--- config.mk ---
export PLATFORM = sky130hd
export DESIGN_NAME = i2c_master_write_sequencer
export DESIGN_NICKNAME = d
export VERILOG_FILES = /design/src/design/i2cmw_pkg.sv /design/src/design/i2cmw_ram.sv /design/src/design/i2cmw_ctrl.sv /design/src/design/i2c_master_write_sequencer.sv
export SDC_FILE = /design/constraint.sdc
export NUM_CORES = 1
export LEC_CHECK = 0
export BUFFER_PORTS_ARGS = -buffer_cell sky130_fd_sc_hd__buf_2
export CORE_MARGIN = 1
export CORE_UTILIZATION = 65
export CTS_BUF_LIST = sky130_fd_sc_hd__clkbuf_2
export DETAILED_ROUTE_END_ITERATION = 16
export GPL_ROUTABILITY_DRIVEN = 1
export MAX_ROUTING_LAYER = met4
export PLACE_DENSITY = 0.87
export SLEW_MARGIN = 5
export SYNTH_ARGS = -nofsm -noshare
export SYNTH_HDL_FRONTEND = slang
export SYNTH_SLANG_ARGS = --single-unit
--- constraint.sdc ---
create_clock -name clk -period 7.01 [get_ports clk]
set_input_delay 0 -clock clk [delete_from_list [all_inputs] [get_ports clk]]
set_output_delay 0 -clock clk [all_outputs]
set_load 0.03 [all_outputs]
--- src/design/i2cmw_pkg.sv ---
// Shared types and constants of the I2C master write sequencer.
package i2cmw_pkg;

  // Default transmit buffer depth in bytes
  localparam int unsigned BufDepthDefault = 16;

  // Field widths of one input beat and one result beat
  localparam int unsigned CmdW     = 2;
  localparam int unsigned PosW     = 4;
  localparam int unsigned ByteW    = 8;
  localparam int unsigned AddrW    = 7;
  localparam int unsigned LenW     = 5;
  localparam int unsigned PhaseW   = 3;
  localparam int unsigned InDataW  = 32;
  localparam int unsigned OutDataW = 16;

  // Input command codes
  typedef enum logic [CmdW-1:0] {
    CMD_LOAD  = 2'd0,
    CMD_START = 2'd1,
    CMD_EVENT = 2'd2,
    CMD_NOP   = 2'd3
  } cmd_t;

  // Transaction phase codes
  typedef enum logic [PhaseW-1:0] {
    PH_IDLE  = 3'd0,
    PH_START = 3'd1,
    PH_ADDR  = 3'd2,
    PH_TX    = 3'd3,
    PH_STOP  = 3'd4,
    PH_ERROR = 3'd5
  } phase_t;

  // Controller status flags of one event
  typedef struct packed {
    logic nack;
    logic tx_empty;
    logic addr_acked;
    logic start_sent;
  } status_t;

  // One result beat
  typedef struct packed {
    logic             busy_res;
    logic [PhaseW-1:0] phase;
    logic             stop_request;
    logic [ByteW-1:0] write_byte;
    logic             write_valid;
  } result_t;

endpackage

--- src/design/i2cmw_ram.sv ---
// Generic single-port-write, single-port-read RAM with registered read data.
module i2cmw_ram #(
  parameter int unsigned WIDTH = 8,
  parameter int unsigned DEPTH = 16,
  localparam int unsigned AW = (DEPTH > 1) ? $clog2(DEPTH) : 1
) (
  input  logic             clk,
  input  logic             wr_en,
  input  logic [AW-1:0]    wr_addr,
  input  logic [WIDTH-1:0] wr_data,
  input  logic [AW-1:0]    rd_addr,
  output logic [WIDTH-1:0] rd_data
);

  logic [WIDTH-1:0] mem [DEPTH];
  logic [WIDTH-1:0] rd_data_r;

  // Write port and registered read port
  always_ff @(posedge clk) begin
    if (wr_en) begin
      mem[wr_addr] <= wr_data;
    end
    rd_data_r <= mem[rd_addr];
  end

  assign rd_data = rd_data_r;

endmodule

--- src/design/i2cmw_ctrl.sv ---
// Transaction state, transmit buffer and per-beat result logic.
module i2cmw_ctrl
  import i2cmw_pkg::*;
#(
  parameter int unsigned BUF_DEPTH = BufDepthDefault
) (
  input  logic             clk,
  input  logic             rst_n,
  input  logic             take,
  input  cmd_t             cmd,
  input  logic [PosW-1:0]  load_position,
  input  logic [ByteW-1:0] load_byte,
  input  logic [AddrW-1:0] dest_address,
  input  logic [LenW-1:0]  txn_length,
  input  status_t          status,
  output result_t          result
);

  localparam int unsigned AW = (BUF_DEPTH > 1) ? $clog2(BUF_DEPTH) : 1;
  localparam int unsigned PW = $clog2(BUF_DEPTH + 1);
  localparam int unsigned LW = (PW > LenW) ? PW : LenW;

  phase_t           phase_r, phase_nxt;
  logic             active_r, active_nxt;
  logic [PW-1:0]    pos_r, pos_nxt;
  logic [PW-1:0]    count_r, count_nxt;
  logic [AddrW-1:0] taddr_r, taddr_nxt;
  logic             byp_hit_r, byp_hit_nxt;
  logic [ByteW-1:0] byp_data_r;

  logic             wr_en;
  logic [AW-1:0]    wr_addr;
  logic [AW-1:0]    rd_addr;
  logic [ByteW-1:0] rd_data;
  logic [ByteW-1:0] cur_byte;
  logic [LW-1:0]    len_ext;

  // Buffer keeps the slot at the current position on its read port
  i2cmw_ram #(
    .WIDTH (ByteW),
    .DEPTH (BUF_DEPTH)
  ) u_buf (
    .clk     (clk),
    .wr_en   (wr_en),
    .wr_addr (wr_addr),
    .wr_data (load_byte),
    .rd_addr (rd_addr),
    .rd_data (rd_data)
  );

  // Drop loads beyond the buffer
  assign wr_en   = take && (cmd == CMD_LOAD) && (32'(load_position) < BUF_DEPTH);
  assign wr_addr = AW'(load_position);
  assign rd_addr = pos_nxt[AW-1:0];

  // Forward a load that lands on the slot being read in the same cycle
  assign byp_hit_nxt = wr_en && (wr_addr == rd_addr);
  assign cur_byte    = byp_hit_r ? byp_data_r : rd_data;
  assign len_ext     = LW'(txn_length);

  // Next state and result of the accepted beat
  always_comb begin
    phase_nxt  = phase_r;
    active_nxt = active_r;
    pos_nxt    = pos_r;
    count_nxt  = count_r;
    taddr_nxt  = taddr_r;
    result     = '0;
    if (take) begin
      unique case (cmd)
        CMD_START: begin
          taddr_nxt  = dest_address;
          count_nxt  = (len_ext > LW'(BUF_DEPTH)) ? PW'(BUF_DEPTH) : PW'(len_ext);
          pos_nxt    = '0;
          phase_nxt  = PH_START;
          active_nxt = 1'b1;
        end
        CMD_EVENT: begin
          if (active_r) begin
            if (status.nack) begin
              result.stop_request = 1'b1;
              phase_nxt           = PH_ERROR;
            end else begin
              unique case (phase_r)
                PH_START: begin
                  if (status.start_sent) begin
                    result.write_valid = 1'b1;
                    result.write_byte  = {taddr_r, 1'b0};
                    phase_nxt          = PH_ADDR;
                  end
                end
                PH_ADDR: begin
                  if (status.addr_acked) begin
                    if (count_r != '0) begin
                      result.write_valid = 1'b1;
                      result.write_byte  = cur_byte;
                      pos_nxt            = pos_r + PW'(1);
                      phase_nxt          = PH_TX;
                    end else begin
                      result.stop_request = 1'b1;
                      phase_nxt           = PH_STOP;
                    end
                  end
                end
                PH_TX: begin
                  if (status.tx_empty) begin
                    if (pos_r < count_r) begin
                      result.write_valid = 1'b1;
                      result.write_byte  = cur_byte;
                      pos_nxt            = pos_r + PW'(1);
                    end else begin
                      result.stop_request = 1'b1;
                      phase_nxt           = PH_STOP;
                    end
                  end
                end
                PH_STOP: begin
                  phase_nxt  = PH_IDLE;
                  active_nxt = 1'b0;
                end
                default: begin
                end
              endcase
            end
          end
        end
        default: begin
        end
      endcase
    end
    result.phase    = phase_nxt;
    result.busy_res = active_nxt;
  end

  // Hold transaction state
  always_ff @(posedge clk) begin
    if (!rst_n) begin
      phase_r   <= PH_IDLE;
      active_r  <= 1'b0;
      pos_r     <= '0;
      count_r   <= '0;
      taddr_r   <= '0;
      byp_hit_r <= 1'b0;
    end else begin
      phase_r   <= phase_nxt;
      active_r  <= active_nxt;
      pos_r     <= pos_nxt;
      count_r   <= count_nxt;
      taddr_r   <= taddr_nxt;
      byp_hit_r <= byp_hit_nxt;
    end
  end

  // Capture forwarded load data
  always_ff @(posedge clk) begin
    byp_data_r <= load_byte;
  end

endmodule

--- src/design/i2c_master_write_sequencer.sv ---
// Top level of the I2C master write sequencer: input unpacking and result register.
//
// Usage: every input beat on in_* is a command for the sequencer. in_tuser
// carries the command (load buffer byte, start transaction, status event,
// no operation) and in_tdata its operands and the controller status flags.
// Each accepted beat yields exactly one result beat on out_*: the byte to
// hand to the byte-level controller (if any), a STOP request, the phase and
// the active flag after the beat.
// Latency: the result of a beat is valid on out_* in the cycle after it is
// accepted. Throughput: one beat per cycle while out_tready keeps the result
// register draining; the whole update is combinational logic between the input
// handshake and the result register, and the RAM read port is fed the next position.
// Stall: a single result register holds the pending beat; in_tready stays
// high while that register is empty or being drained in the same cycle, and
// drops while out_tready is low with a result waiting.
// Reset: rst_n (synchronous, active low) returns to the idle phase with the
// transaction inactive and no result pending. Buffer contents are not
// cleared; a slot must be loaded before a transaction sends it.
module i2c_master_write_sequencer
  import i2cmw_pkg::*;
#(
  parameter int unsigned BUF_DEPTH = BufDepthDefault
) (
  input  logic                clk,
  input  logic                rst_n,
  input  logic                in_tvalid,
  output logic                in_tready,
  // [3:0] load_position, [11:4] load_byte, [18:12] dest_address,
  // [23:19] txn_length, [24] flag_start_sent, [25] flag_addr_acked,
  // [26] flag_tx_empty, [27] flag_nack, [31:28] zero
  input  logic [InDataW-1:0]  in_tdata,
  // [1:0] command
  input  logic [CmdW-1:0]     in_tuser,
  output logic                out_tvalid,
  input  logic                out_tready,
  // [0] write_valid, [8:1] write_byte, [9] stop_request, [12:10] phase,
  // [13] busy_res, [15:14] zero
  output logic [OutDataW-1:0] out_tdata
);

  logic    take;
  status_t status;
  result_t result;
  result_t res_r;
  logic    out_valid_r;

  // Accept while the result register is free or draining
  assign in_tready = !out_valid_r || out_tready;
  assign take      = in_tvalid && in_tready;

  assign status.start_sent = in_tdata[24];
  assign status.addr_acked = in_tdata[25];
  assign status.tx_empty   = in_tdata[26];
  assign status.nack       = in_tdata[27];

  i2cmw_ctrl #(
    .BUF_DEPTH (BUF_DEPTH)
  ) u_ctrl (
    .clk           (clk),
    .rst_n         (rst_n),
    .take          (take),
    .cmd           (cmd_t'(in_tuser)),
    .load_position (in_tdata[3:0]),
    .load_byte     (in_tdata[11:4]),
    .dest_address  (in_tdata[18:12]),
    .txn_length    (in_tdata[23:19]),
    .status        (status),
    .result        (result)
  );

  // Track a pending result beat
  always_ff @(posedge clk) begin
    if (!rst_n) begin
      out_valid_r <= 1'b0;
    end else if (take) begin
      out_valid_r <= 1'b1;
    end else if (out_tready) begin
      out_valid_r <= 1'b0;
    end
  end

  // Load the result register on each accepted beat
  always_ff @(posedge clk) begin
    if (take) begin
      res_r <= result;
    end
  end

  assign out_tvalid = out_valid_r;
  assign out_tdata  = OutDataW'(res_r);

endmodule

* Yosys cells after proc, flatten, opt, wreduce, memory -nomap -nowiden
Memories as Yosys holds them, arrays and structs flattened. A register that Yosys moved wholly into a read port is not among the register bits.
Cells that the tools add are included.
** Operators by class
- $lt $le $gt $ge :: 2
- Equal/unequal tests :: 14
- Add/subtract/negate cells :: 1
- Bitwise operators :: 2
- Multiplexer cells :: 40
- Reductions and logical operators :: 13
** Operators by type and width (number)
- 2-to-1 mux 5 bit :: 7
- 2-to-1 mux 9 bit :: 3
- case mux 9 bit (3 select lines) :: 1
- 2-to-1 mux 3 bit :: 8
- 2-to-1 mux 10 bit :: 2
- case mux 5 bit (2 select lines) :: 2
- case mux 3 bit (4 select lines) :: 1
- 2-to-1 mux 1 bit :: 11
- inequality test 3 bit, second input constant :: 3
- AND reduction 9 bit :: 1
- 2-to-1 mux 8 bit :: 1
- == test 3 x 2 -> 1 bit, second input constant :: 2
- inequality test 3 x 2 -> 1 bit, second input constant :: 2
- case mux 3 bit (2 select lines) :: 1
- adder 5 x 1 -> 5 bit, second input constant :: 1
- greater-than comparator 5 bit, second input constant :: 1
- < comparator 5 bit :: 1
- nonzero test 5 bit :: 1
- == test 4 bit :: 1
- 2-to-1 mux 4 bit :: 1
- case mux 1 bit (2 select lines) :: 2
- AND reduction 2 bit :: 2
- nonzero test 2 bit :: 2
- == test 3 x 1 -> 1 bit, second input constant :: 1
- other kinds (11) :: 14
** Word-level totals
- Bits in writable memories :: 128
- Memories :: 1
- Register bits :: 45
- Bits of input ports :: 38
** Memories
- u_ctrl.u_buf.mem :: words 16, bits a word 8, read ports 1, clocked after Yosys merged registers in 1, wr ports 1, line i2cmw_ram.sv:15 : logic [WIDTH-1:0] mem [DEPTH];

* Logic depth before layout (Yosys ltp)
Gate-level depths: netlist of run 1.
- Depth in word-level cells :: 10
- Gate-level depth with buffers :: 13

* By module
A second synthesis of run 1 with hierarchy kept.
** Unflattened totals
- Cell total of the unflattened synthesis :: 502
- Area total of the unflattened synthesis :: 7603.5 um^2
** By module, submodules not included
- i2cmw_ram :: instances 1, cells an instance 229, area an instance 5147.4 um^2
- i2cmw_ctrl :: instances 1, cells an instance 251, area an instance 1959.4 um^2
- i2c_master_write_sequencer :: instances 1, cells an instance 22, area an instance 496.7 um^2

* Worst setup path before layout of run 1
Ideal clock, no wire load.
- Path kind :: register to register
- From :: register out_valid_r (netlist: out_tvalid)
- To :: register u_ctrl.u_buf.rd_data_r[3] (netlist: u_ctrl.u_buf.rd_data[3]), read port of u_ctrl.u_buf.mem
- Setup slack :: 3.871 ns
- Stages on the path, launching flop included :: 12
- Library setup time :: 0.123 ns
- Data required time :: 6.887 ns
- Data arrival time :: 3.017 ns
- Cells stage by stage :: dfxtp_1 -> nand2b_1 -> and2_1 -> clkbuf_1 -> nand2_2 -> a221oi_4 -> buf_6 -> buf_8 -> mux2i_1 -> mux2i_1 -> a22oi_1 -> nand3_1
** Between the ends
- Word-level cells in the longest chain between the ends :: 4
** Ends and longest elaborated chain
- start: declaration :: line i2c_master_write_sequencer.sv:45 : logic out_valid_r;
- start signal: assignment :: line i2c_master_write_sequencer.sv:74 : out_valid_r <= 1'b0;
- start signal: assignment :: line i2c_master_write_sequencer.sv:76 : out_valid_r <= 1'b1;
- start signal: assignment :: line i2c_master_write_sequencer.sv:78 : out_valid_r <= 1'b0;
- zero test 1 bit :: line i2c_master_write_sequencer.sv:48 : assign in_tready = !out_valid_r || out_tready;
- logical OR 1 bit :: line i2c_master_write_sequencer.sv:48
- via in_tready :: line i2c_master_write_sequencer.sv:27 : output logic in_tready,
- logical AND 1 bit :: line i2c_master_write_sequencer.sv:49 : assign take = in_tvalid && in_tready;
- via take :: line i2c_master_write_sequencer.sv:41 : logic take;
- 2-to-1 mux 4 bit :: line i2cmw_ctrl.sv:69 : if (take) begin
- end: declaration :: line i2cmw_ram.sv:16 : logic [WIDTH-1:0] rd_data_r;
The timed path passes the listed nets, and every way through them passes these cells.
A chain may end at the register's enable or synchronous reset.

* Worst setup path in the final report of run 1
- From :: register u_ctrl.count_r[2]
- To :: register u_ctrl.byp_hit_r
** Between the ends
- Word-level cells in the longest chain between the ends :: 10
- Elaborated cells on any way between the ends :: 13
- Classes of those cells :: order compare: 1; eq/ne: 1; mux: 9; reduce/logical: 2
** Ends and longest elaborated chain
- start: declaration :: line i2cmw_ctrl.sv:26 : logic [PW-1:0] count_r, count_nxt;
- start signal: assignment :: line i2cmw_ctrl.sv:148 : count_r <= count_nxt;
- < comparator 5 bit or nonzero test 5 bit (tied branches) :: line i2cmw_ctrl.sv:107, i2cmw_ctrl.sv:94
- 2-to-1 mux 5 bit (on tied branches) :: line i2cmw_ctrl.sv:107, i2cmw_ctrl.sv:94
- 2-to-1 mux 5 bit (on tied branches) :: line i2cmw_ctrl.sv:106, i2cmw_ctrl.sv:93
- case mux 5 bit (2 select lines) (*) :: line i2cmw_ctrl.sv:84 : unique case (phase_r)
- 2-to-1 mux 5 bit (*) :: line i2cmw_ctrl.sv:80 : if (status.nack) begin
- 2-to-1 mux 5 bit (*) :: line i2cmw_ctrl.sv:79 : if (active_r) begin
- case mux 5 bit (2 select lines) (*) :: line i2cmw_ctrl.sv:70 : unique case (cmd)
- 2-to-1 mux 4 bit (*) :: line i2cmw_ctrl.sv:69
- == test 4 bit (*) :: line i2cmw_ctrl.sv:57 : assign byp_hit_nxt = wr_en && (wr_addr == rd_addr);
- logical AND 1 bit (*) :: line i2cmw_ctrl.sv:57
- end signal: assignment :: line i2cmw_ctrl.sv:150 : byp_hit_r <= byp_hit_nxt;
- end: declaration :: line i2cmw_ctrl.sv:28 : logic byp_hit_r, byp_hit_nxt;
Every way passes the cells marked *; elsewhere a longest branch is shown, timed or not. The select of a mux whose other input is x is not followed.

==> impl_metrics.tcl, run 1 <==
set metrics [dict create \
    status "finished clean" \
    dp_hpwl_um 9570 \
    dp_cells 711 \
    cts-root-buf "clkbuf_2" \
    power_frac_comb_pct 5.5 \
    grt_max_degree 83 \
    start_util_pct 66.5 \
    p_per_area_nw_per_um2 207 \
    route.met2.wl_um 8200 \
    syn_area_sq_um 7590 \
    yosysSeqAreaShare_pct 66.5 \
    grt_pass1_wl_um 25400 \
    sw_frac_of_total_pct 22.0 \
    hold_violations 0 \
    grt_overflow 0 \
    finalNetCount 700 \
    clock_latency_ps 780 \
    cts_buffer_depth 2 \
    portBuffers 49 \
    p_sw_uw 398 \
    setup_violations 0 \
    coreArea_sq_um 11400 \
    syn_avg_cell_area_sq_um 13.9 \
    cp.arrival_ps 4750 \
    slew_headroom_pct 17.9 \
    placementRows 39 \
    critPathMaxFanout 50 \
    critPathMaxStageDelay_ps 580 \
    drc 0 \
    yosysMostFrequentCell "edfxtp_1" \
    async_reset_ff_share_pct 0 \
    seq_power_share_pct 64.6 \
    clkPwrFrac_pct 29.9 \
    p_total_mw 1.81 \
    fillCellCount 640 \
    ys_seq_elements 181 \
    dieWidth_um 110 \
    pin_count 56 \
    grt_pass1_vias 4876 \
    yosysTopAreaCellShare_pct 56.2 \
    hp-class "primary input to flop" \
    tightest_slew_ps 1220 \
    path_class "flop to flop" \
    cts_resized 0 \
    synth_edf_count 142 \
    whs_ps 51.6 \
    drv_cap 0 \
    cts_tree "yes" \
    cp_slowest_cell "buf_4" \
    worstPathRequired_ps 7720 \
    dieArea_sq_um 12100 \
    drv_slew 0 \
    grt_use_total_pct 30.8 \
    worst_clock_skew_ps 55.1 \
    ant_nets 0 \
    wl_met1_um 6540 \
    wire_per_inst_um 20.7 \
    clk_pin_slew_ps 260 \
    p_leak_nw 3.50 \
    peakVddDrop_mv 0.163 \
    routed.top_layer "met4" \
    regArea_sq_um 5040 \
    h-tree-depth 4 \
    final_util_pct 76.7 \
    synthCells 544 \
    drtPass1Iterations 6 \
    clock_sinks 181 \
    setup_tns_ps 0 \
    period_share_pct 57.6 \
    met3_wirelength_um 1380 \
    final_cells 811 \
    synth_ff_type "edfxtp_1" \
    crit_path_end_kind "flop" \
    synth_cell_types 51 \
    fin_crit_ps 4040 \
    antenna_found_initial 1 \
    multi_input_area_sq_um 2310 \
    gp_congestion 0.943 \
    cts_made_buffers 17 \
    rsz0062_at_grt "false" \
    ys_top_cells_by_count "142 x edfxtp_1, 65 x mux2i_1, 39 x dfxtp_1" \
    synth_top_area_cell "edfxtp_1" \
    die_h_um 110 \
    synth_area_leaders "edfxtp_1 56%, dfxtp_1 10%, mux2i_1 8.6%" \
    fmax_mhz 248 \
    drt_wl_total_um 16800 \
    postCtsSetupRepairBufs 0 \
    layout-drive-gt1-share_pct 14.4 \
    vias_per_cell 6.27 \
    synth_warnings 0 \
    cp-start-kind "flop" \
    drtIter0Drc 670 \
    hold_buffers 66 \
    area_growth_pct 15.5 \
    routed-via-count 5081 \
    crit_chain "inv_1 -> ha_1 -> a21o_1 -> a31oi_1 -> o211ai_2 -> a21oi_1 -> o21ai_1 -> a22oi_2 -> buf_4 -> xnor2_1 -> or3_1 -> nor4_1 -> dlygate4sd3_1" \
    p_int_mw 1.42 \
]
-- power groups by stage --
stage / Clock [mW] / Sequential, mW / Combinational [mW]
floorplan: 0 / 1.20 / 0.0295
global placement: 0 / 1.19 / 0.0685
detailed placement: 0 / 1.19 / 0.0716
CTS: 0.535 / 1.17 / 0.0940
global route: 0.588 / 1.17 / 0.105
finish: 0.543 / 1.17 / 0.0989
-- worst paths after layout --
kind / start / cells after the start / end / slack, ps
min: in_tdata[9] / 2 / u_ctrl.byp_data_r[5] / 50
max reg2reg: u_ctrl.count_r[2] / 13 / u_ctrl.byp_hit_r / 2970
min reg2reg: u_ctrl.count_r[3] / 2 / u_ctrl.count_r[3] / 510
max: u_ctrl.count_r[2] / 13 / u_ctrl.byp_hit_r / 2970
-- worst max-delay path, delay by kind of cell, from the launching register on --
family                   cells  cell delay, ps
adder cells (fa/ha/maj)      1             320
AO/OA/AOI/OAI                6            1200
flip-flops                   1             440
AND/OR/NAND/NOR              2             590
buffers and inverters        3            1260
XOR/XNOR                     1             140
-- cell families after synthesis --
| family | after synthesis | synth area share [%] |
|---|---|---|
| multiplexers | 72 | 9.61 |
| adder cells (fa/ha/maj) | 8 | 1.32 |
| other | 1 | 0.0494 |
| buffers and inverters | 41 | 3.17 |
| AND/OR/NAND/NOR | 138 | 9.38 |
| XOR/XNOR | 6 | 0.692 |
| flip-flops | 181 | 66.5 |
| AO/OA/AOI/OAI | 97 | 9.30 |
-- flip-flops by register name, summed over array words and instances, names as in the netlist, 3 cells and up --
register,flops
u_ctrl.pos_r,5
u_ctrl.phase_r,3
u_ctrl.taddr_r,7
u_ctrl.u_buf.rd_data,8
out_tdata,14
u_ctrl.count_r,5
u_ctrl.byp_data_r,8
u_ctrl.u_buf.mem,128
-- per-stage QoR --
stage / setup slack [ps] / instance area (sq um)
finish: 2970 / 8760
global route: 2790 / 8760
CTS: 3170 / 8750
detailed placement: 3210 / 7840
global placement: 3390 / 7840
floorplan: 3870 / 7590
-- cells in the final DEF (no fill, tap or decap), drive strengths merged, types with 9 or more instances in the layout --
master and count:
nand2 39, mux2i 65, dlygate4sd3 67, edfxtp 142, a22oi 17, nand3 12
and2b 9, inv 13, nor2b 12, a211oi 20, buf 51, a211o 16
nor2 28, a21oi 19, clkbuf 24, o21ai 10, dfxtp 39
-- cell type report --
| cell class | count | share of cell area (%) |
|---|---|---|
| Timing Repair Buffer | 118 | 10.6 |
| Sequential cell | 181 | 57.6 |
| Antenna cell | 1 | 0.0286 |
| Tap cell | 143 | 2.04 |
| Clock buffer | 24 | 1.37 |
| Inverter | 13 | 0.557 |
| Multi-Input combinational cell | 323 | 26.4 |
| Clock inverter | 8 | 1.43 |
-- routing by layer --
metal	up-vias	global-route usage, %
met1	2454	37.4
met3	70	7.88
li1	2274	-
met2	283	47.5
met5	-	-
met4	0	16.7
No activity file was read; power rests on OpenSTA's default activity.
==> run 2: changes to the inputs <==
- CORE_UTILIZATION: 65 -> 62
- PLACE_DENSITY: 0.87 -> 0.84
- clock period: 7.01 -> 3.97 ns (I/O delays scaled with it)
==> impl_metrics.tcl, run 2 (synthesized netlist as in run 1, its figures left out) <==
set metrics [dict create \
    wire_per_inst_um 20.0 \
    grt_max_degree 83 \
    p_sw_uw 729 \
    grt_pass1_vias 4937 \
    clkPwrFrac_pct 28.9 \
    fillCellCount 742 \
    layout_commonest_cell "edfxtp_1" \
    rsz0062_at_grt "false" \
    cp-start-kind "flop" \
    slew_headroom_pct 15.6 \
    pin_count 56 \
    design_area_sq_um 8820 \
    place_area_sq_um 7900 \
    grt_pass1_wl_um 25400 \
    clk_pin_slew_ps 250 \
    cts_buffer_depth 2 \
    crit_path_end_kind "flop" \
    drv_slew 0 \
    seq_power_share_pct 65.4 \
    drv_cap 0 \
    p_int_mw 2.44 \
    placementRows 40 \
    area_growth_pct 16.2 \
    peakVddDrop_mv 0.300 \
    period_share_pct 91.4 \
    top_register "u_ctrl.u_buf.mem" \
    hp-class "primary input to flop" \
    whs_ps 75.1 \
    multi_input_area_sq_um 2310 \
    h-tree-depth 4 \
    drtIter0Drc 418 \
    p_leak_nw 3.55 \
    reg2reg_slack_ps 340 \
    clock_latency_ps 750 \
    critPathMaxFanout 19 \
    tightest_slew_ps 1260 \
    postCtsSetupRepairBufs 0 \
    cts_made_buffers 17 \
    portBuffers 49 \
    cts_tree "yes" \
    ant_nets 0 \
    cts-root-buf "clkbuf_2" \
    clock_sinks 181 \
    power_frac_comb_pct 5.7 \
    worst_clock_skew_ps 31.2 \
    setup_tns_ps 0 \
    dp_cells 720 \
    status "finished clean" \
    largest_reg_flops 128 \
    drc 0 \
    antenna_found_initial 1 \
    die_h_um 113 \
    grt_overflow 0 \
    setup_slack_ps 340 \
    layout-drive-gt1-share_pct 15.0 \
    gp_congestion 0.888 \
    cp.arrival_ps 4340 \
    regArea_sq_um 5040 \
    finalNetCount 707 \
    final_cells 822 \
    coreArea_sq_um 12000 \
    path_class "flop to flop" \
    final_cell_mix "142 x edfxtp_1, 69 x dlygate4sd3_1, 65 x mux2i_1" \
    drtPass1Iterations 5 \
    dpl_worst_slack_ps 658 \
    setup_violations 0 \
    fin_crit_ps 3630 \
    sw_frac_of_total_pct 23.0 \
    dp_hpwl_um 9770 \
    vias_per_cell 6.06 \
    hold_buffers 69 \
    routed-via-count 4985 \
    drt_wl_total_um 16500 \
    worstPathRequired_ps 4680 \
    start_util_pct 63.4 \
    hold_violations 0 \
    p_per_area_nw_per_um2 359 \
    cts_resized 0 \
    dieWidth_um 113 \
    dieArea_sq_um 12700 \
    fmax_mhz 275 \
    grt_use_total_pct 28.6 \
]
-- run 2: cell count changes in the layout (fill, tap and decap cells not counted), moves of 2 or more --
cell           change
clkinv_2           +3
clkbuf_2           -4
inv_4              +2
buf_4              +4
inv_6              +2
dlygate4sd3_1      +2
-- run 2: cell type report --
class,count,area share (%)
timing repair buffer,125,11.4
clock buffer,20,1.14
multi-input combinational,323,26.2
sequential,181,57.2
clock inverter,12,1.46
tap,147,2.09
antenna,1,0.0284
inverter,13,0.553
-- run 2: worst paths after layout --
check               startpoint                    to  depth (start not counted)
max          u_ctrl.count_r[2]      u_ctrl.byp_hit_r                         13
min                in_tdata[5]  u_ctrl.byp_data_r[1]                          2
max reg2reg  u_ctrl.count_r[2]      u_ctrl.byp_hit_r                         13
min reg2reg    u_ctrl.pos_r[4]       u_ctrl.pos_r[4]                          2
-- run 2: through the flow --
step | util, % | total power, mW
2_1_floorplan | - | 2.18
3_3_place_gp | 66.0 | 2.23
3_5_place_dp | 66.0 | 2.24
4_1_cts | 73.7 | 3.16
5_1_grt | 73.7 | 3.26
6_report | 73.7 | 3.17
-- run 2: power by group through the flow --
stage	Sequential [mW]	Clock [mW]	Combinational [mW]
after detailed placement	2.11	0	0.128
after floorplan	2.12	0	0.0520
after CTS	2.07	0.916	0.172
after global routing	2.07	0.991	0.191
after global placement	2.11	0	0.124
final	2.07	0.915	0.180
-- run 2: worst max-delay path: stages, from the launching register on --
cell           delay [ps]
dfxtp_1               420
inv_1                 100
ha_1                  330
a21o_1                160
a31oi_1               230
o211ai_2              200
a21oi_1               290
o21ai_1               110
a22oi_2               190
buf_4                 340
xnor2_1                90
or3_1                 310
nor4_1                240
dlygate4sd3_1         570
-- run 2: metal layers --
metal  vias up  GRT usage (%)  routed length [um]
met5         -              -                   0
met3        53           5.89                1010
met1      2407           34.1                6640
met4         0           15.4                 580
met2       231           45.8                8240
li1       2294              -                   -
